File: src/magnetometer_iron_calibration_defines.svh
// ---------------------------------------------------------------------------
// Magnetometer iron calibration assertion macros
// Shared concurrent assertion forms, clocked on clk and held off during reset.
// ---------------------------------------------------------------------------
`ifndef MAGNETOMETER_IRON_CALIBRATION_DEFINES_SVH
`define MAGNETOMETER_IRON_CALIBRATION_DEFINES_SVH

// Consequent must hold in the same cycle as the antecedent.
`define MAGCAL_ASSERT_SAME(lbl, ante, cons, msg) \
  lbl: assert property (@(posedge clk) disable iff (!rst_n) (ante) |-> (cons)) \
    else $error(msg);

// Consequent must hold in the cycle after the antecedent.
`define MAGCAL_ASSERT_NEXT(lbl, ante, cons, msg) \
  lbl: assert property (@(posedge clk) disable iff (!rst_n) (ante) |=> (cons)) \
    else $error(msg);

`endif

File: src/magcal_pkg.sv
// ---------------------------------------------------------------------------
// Magnetometer iron calibration package
// Widths, register indexes and reset values shared by the calibration block.
// ---------------------------------------------------------------------------
`default_nettype none

package magcal_pkg;

  localparam int RAW_W    = 16;
  localparam int COEF_W   = 16;
  localparam int DIFF_W   = 18;
  localparam int PROD_W   = COEF_W + DIFF_W;
  localparam int ACC_W    = PROD_W + 2;
  localparam int FIELD_W  = 24;
  localparam int REG_W    = 48;
  localparam int PDATA_W  = 64;
  localparam int PADDR_W  = 5;

  typedef enum logic [1:0] {
    REG_ROW_X   = 2'd0,
    REG_ROW_Y   = 2'd1,
    REG_ROW_Z   = 2'd2,
    REG_OFFSETS = 2'd3
  } reg_idx_t;

  localparam logic [REG_W-1:0] ROW_X_RST   = 48'h0000_0000_4000;
  localparam logic [REG_W-1:0] ROW_Y_RST   = 48'h0000_4000_0000;
  localparam logic [REG_W-1:0] ROW_Z_RST   = 48'h4000_0000_0000;
  localparam logic [REG_W-1:0] OFFSETS_RST = 48'h0000_0000_0000;

  typedef struct packed {
    logic signed [DIFF_W-1:0] z;
    logic signed [DIFF_W-1:0] y;
    logic signed [DIFF_W-1:0] x;
  } diff_t;

endpackage

`default_nettype wire

File: src/magcal_row.sv
// ---------------------------------------------------------------------------
// Magnetometer iron calibration row
// One matrix row: three registered products, a registered sum, then a floor
// shift with saturation to the output width.
// ---------------------------------------------------------------------------
`default_nettype none

module magcal_row #(
  parameter int COEF_FRAC_BITS = 14
) (
  input  logic                                  clk,
  input  logic                                  en,
  input  logic [magcal_pkg::REG_W-1:0]          row,
  input  magcal_pkg::diff_t                     diff,
  output logic signed [magcal_pkg::FIELD_W-1:0] field
);
  import magcal_pkg::*;

  logic signed [PROD_W-1:0] px_r, py_r, pz_r;
  logic signed [PROD_W-1:0] px_nxt, py_nxt, pz_nxt;
  logic signed [ACC_W-1:0]  acc_r, acc_nxt;
  logic signed [ACC_W-1:0]  shifted;
  logic                     ovf;

  assign px_nxt = $signed(row[COEF_W-1:0])          * diff.x;
  assign py_nxt = $signed(row[2*COEF_W-1:COEF_W])   * diff.y;
  assign pz_nxt = $signed(row[3*COEF_W-1:2*COEF_W]) * diff.z;

  assign acc_nxt = ACC_W'(px_r) + ACC_W'(py_r) + ACC_W'(pz_r);

  always_ff @(posedge clk) begin
    if (en) begin
      px_r  <= px_nxt;
      py_r  <= py_nxt;
      pz_r  <= pz_nxt;
      acc_r <= acc_nxt;
    end
  end

  // Arithmetic shift rounds toward minus infinity. The result fits when all
  // bits above the output sign bit agree with it.
  assign shifted = acc_r >>> COEF_FRAC_BITS;
  assign ovf = !((&shifted[ACC_W-1:FIELD_W-1]) || !(|shifted[ACC_W-1:FIELD_W-1]));

  always_comb begin
    if (ovf) begin
      field = shifted[ACC_W-1] ? {1'b1, {(FIELD_W-1){1'b0}}} : {1'b0, {(FIELD_W-1){1'b1}}};
    end else begin
      field = shifted[FIELD_W-1:0];
    end
  end

endmodule

`default_nettype wire

File: config.mk
export PLATFORM = sky130hd
export DESIGN_NAME = magcal_row
export DESIGN_NICKNAME = d
export VERILOG_FILES = /design/src/magnetometer_iron_calibration_defines.svh /design/src/magcal_pkg.sv /design/src/magcal_row.sv
export SDC_FILE = /design/constraint.sdc
export NUM_CORES = 2
export LEC_CHECK = 0
export ABC_CLOCK_PERIOD_IN_PS = 9100
export BUFFER_PORTS_ARGS = -buffer_cell sky130_fd_sc_hd__buf_2
export CAP_MARGIN = 30
export CORE_MARGIN = 2
export CORE_UTILIZATION = 50
export CTS_CLUSTER_DIAMETER = 120
export DETAILED_ROUTE_END_ITERATION = 12
export HOLD_SLACK_MARGIN = 0.08
export PLACE_DENSITY = 0.73
export SYNTH_ARGS = -nofsm -noshare
export SYNTH_HDL_FRONTEND = slang
export SYNTH_SLANG_ARGS = --single-unit
File: constraint.sdc
create_clock -name clk -period 9.1 [get_ports clk]
set_input_delay 0.91 -clock clk [delete_from_list [all_inputs] [get_ports clk]]
set_output_delay 0.91 -clock clk [all_outputs]
set_load 0.02 [all_outputs]
# Word-level counts from Yosys, hierarchy flattened
# Cells that the tools add are included.
# W data, S select, Z words.
# totals
inputBits	104
regBits	138
n_memories	0
ram_bits	0
latchBits	0
romBits	0
# op_classes
n_addsub	2
eq_ne	0
bitwise	0
shifts	0
n_mul	3
div_mod_pow	0
n_lt_le_gt_ge	0
mux	0
n_reduce_logical	0
# op_table
operator	n
$mul A16 B18 Y34	3
$add A35 B34 Y36	1
$add A34 B34 Y35	1

# Longest topological paths before layout
# logic_depth
depth_word	2
mapped_depth	24

# Worst setup path after synthesis
# Ideal clock, no wire load.
# synth_path
path_kind	input-to-reg
startpoint	input row[7] (netlist name)
endpoint	register px_r[32], data pin
required_ns	8.942
arrival_ns	6.753
stages	22
path_buffers	3
setup_time_ns	0.158
path_slack_ns	2.189
path_cell_list	clkbuf_1 clkbuf_1 nand2_1 fa_1 inv_1 fa_1 inv_1 fa_1 inv_1 fa_1 fa_1 fa_1 ha_1 clkbuf_1 a21o_1 a21o_1 a21o_1 o32ai_1 nor3_1 o41ai_2 or4b_1 o211ai_1
# synth_via
elab_chain_len	1
# synth_rtl
element	line	text
from (decl)	magcal_row.sv:13	input logic [magcal_pkg::REG_W-1:0] row,
$mul A16 B18 Y34	magcal_row.sv:25	assign px_nxt = $signed(row[COEF_W-1:0]) * diff.x;
net px_nxt[32]	magcal_row.sv:20	logic signed [PROD_W-1:0] px_nxt, py_nxt, pz_nxt;
to (signal assigned)	magcal_row.sv:33	px_r <= px_nxt;
to (decl)	magcal_row.sv:19	logic signed [PROD_W-1:0] px_r, py_r, pz_r;
# The timed path passes the listed nets, and every way through them passes these cells.
# A chain may end at the register's enable or synchronous reset.

# Final worst setup path
# layout_path
startpoint	input row[15] (netlist name)
endpoint	register px_r[33], data pin
# Same word-level chain as after synthesis.

==> results.json <==
{
  "outcome": "finished, final reports clean",
  "clk_path_buf_depth": 2,
  "grt_max_degree": 60,
  "min_from": "pz_r[27]$_DFFE_PP_",
  "max_slew_margin": 0.359,
  "cts.sinks": 124,
  "tns_ps": 0,
  "grt_pass1_wl_um": 144000,
  "core_um2": 74700,
  "yosysTopAreaCell": "fa_1",
  "finalCritPeriodShare": 0.752,
  "die_w_um": 279,
  "hpwl_um": 70700,
  "rsz0062_at_grt": "no",
  "startpoint": "row[15]",
  "cts_tree": "done",
  "grt.overflow.total": 0,
  "gp_congestion": 0.896,
  "maxCapViolCount": 0,
  "antenna_found_initial": 6,
  "fin_ws_ps": 2250,
  "period_minus_slack_ps": 6850,
  "skew_ps": 14.1,
  "detail-route-antenna-nets": 0,
  "synth_area_per_cell_um2": 9.76,
  "postCtsSetupBuffers": 0,
  "crit_path_cell_trace": "buf_2 -> clkinv_1 -> nor2_1 -> fa_1 -> fa_1 -> fa_1 -> fa_1 -> fa_1 -> inv_1 -> fa_1 -> inv_1 -> ha_1 -> and3_1 -> and4_1 -> a32o_1 -> a21oi_1 -> a22oi_1 -> a311o_1 -> a2111oi_0 -> nor3b_1",
  "holdWs_ps": 920,
  "met2_usage": 0.410,
  "synthCells": 3882,
  "hp-class": "flop to flop",
  "routedWlPerCell_um": 17.5,
  "io_pins": 128,
  "drc": 0,
  "syn_nets": 5181,
  "worst_setup_path_start_kind": "input port",
  "synth_top_area_share": 0.477,
  "die_area_um2": 78000,
  "async_flop_share": 0,
  "cts-root-buf": "clkbuf_16",
  "grtUsageMet3": 0.0291,
  "critPathArrivalTime_ps": 7020,
  "die_y_um": 279,
  "netlist_area_um2": 37900,
  "clkLatencyLatePin_ps": 430,
  "worstPathMaxFanout": 10,
  "endpoint_kind": "flop",
  "postLayoutCoreUtil": 0.534,
  "post-place-ws_ps": 1830,
  "required_ps": 9270,
  "crit_type": "input port to flop",
  "clk_pin_slew_ps": 60,
  "portBuffers": 127,
  "finalHoldViolCount": 0,
  "post-synth-top-count-cell": "inv_1",
  "synth-edff-count": 124,
  "cts_buffers": 17,
  "path_delay_family": "adder cells",
  "grt_use_total": 0.234,
  "use_met1": 0.306,
  "drive_gt1_frac": 0.0442,
  "hold_buffers": 0,
  "maxSlewViolCount": 0,
  "row_count": 100,
  "tightest_slew_ps": 937,
  "yosysWarnings": 0,
  "synthFlopType": "edfxtp_1",
  "initial_core_util": 0.507,
  "drt_iter0_drc": 1499,
  "synth.distinct_cells": 61,
  "cp_slowest_cell": "fa_1",
  "cts_resized": 0,
  "path_buf_inv": 4,
  "seq_area_frac_synth": 0.0983,
  "r2r-start": "px_r[10]$_DFFE_PP_",
  "ys_seq_elements": 124,
  "vias": 26000,
  "max_stage_delay_ps": 520,
  "finalWirelength_um": 85800,
  "grt_pass1_vias": 28400,
  "syn_to_final_growth_pct": 5.26,
  "nets": 5202,
  "synth.area.top_cells": "fa_1 48%, edfxtp_1 9.8%, ha_1 9.6%",
  "dr.pass1.iters": 5,
  "synth_common_cells": "953 x inv_1, 903 x fa_1, 446 x nand2_1, 400 x and2_1, 292 x ha_1",
  "crit_top_cell": "fa_1",
  "busiest_layer": "met2",
  "htreeDepth": 4,
  "finalSetupViolCount": 0,
  "viasPerCell": 5.32,
  "max_freq_mhz": 146
}
==> per-stage QoR <==
| stage | instances | area [um2] |
|---|---|---|
| 2_1_floorplan | 3882 | 37900 |
| 3_3_place_gp | 4852 | 39300 |
| 3_5_place_dp | 4853 | 39300 |
| 4_1_cts | 4885 | 39900 |
| 5_1_grt | 4887 | 39900 |
| 6_report | 4887 | 39900 |
==> cell families (layout without fill, tap and decap cells) <==
kind of cell               Yosys count  in the layout  share of synthesized area
and+or+nand+nor                   1051           1051                      0.138
xor gates and xnor gates           127            127                     0.0294
buffers and inverters             1081           1115                      0.107
adders and majority gates         1195           1195                      0.574
AOI/OAI and AO/OA                  304            304                     0.0532
DFF                                124            124                     0.0983
other                                0              2                          0
==> path summary, 6_finish.rpt <==
path	end	slack, ps	cells past startpoint
worst min-delay path	acc_r[27]$_DFFE_PP_	920	3
worst min register to register	acc_r[27]$_DFFE_PP_	920	3
worst max register to register	acc_r[34]$_DFFE_PP_	5140	10
worst max-delay path	px_r[33]$_DFFE_PP_	2250	20
==> final cells by class <==
type,count,area [um2]
Sequential cell,124,3720
Clock inverter,15,161
Timing Repair Buffer,129,673
Fill cell,6545,34800
Multi-Input combinational cell,2677,30100
Inverter,954,3580
Tap cell,969,1210
Clock buffer,17,425
Antenna cell,2,5.00
==> per-layer routing <==
layer  vias to the layer above  share of wire
met3                       157          0.056
met2                       807           0.51
met1                     13400           0.41
li1                      11600              -
met5                         -        0.00035
met4                         4          0.031
==> tightest hold or removal path: cells and delay by family (launching register included) <==
family,cells,cell delay (ps)
xor+xnor,1,120
fa+ha+maj,2,350
flops,1,340
==> state kept, by name, indices dropped and copies added (netlist names) <==
| name | cells |
|---|---|
| acc_r | 22 |
| pz_r | 34 |
| py_r | 34 |
| px_r | 34 |
==> layout by cell type, fill, tap and decap left out, types with 13 or more instances in the layout <==
| cell type | Yosys | routed |
|---|---|---|
| and2_1 | 400 | 400 |
| nand2b_1 | 24 | 24 |
| clkbuf_16 | 0 | 17 |
| and3_1 | 19 | 19 |
| inv_1 | 953 | 953 |
| a21o_1 | 56 | 56 |
| xnor2_1 | 99 | 99 |
| nand2_1 | 446 | 446 |
| fa_1 | 903 | 903 |
| ha_1 | 292 | 292 |
| buf_2 | 0 | 126 |
| nor2_1 | 84 | 84 |
| nor3_1 | 13 | 13 |
| a21oi_1 | 91 | 91 |
| o21ai_0 | 43 | 43 |
| edfxtp_1 | 124 | 124 |
| xor2_1 | 28 | 28 |
| nand3_1 | 23 | 23 |
| o21a_1 | 14 | 14 |
Power is not shown: default switching activity piles up to over one toggle a cycle in this logic, so the estimate is an artifact.
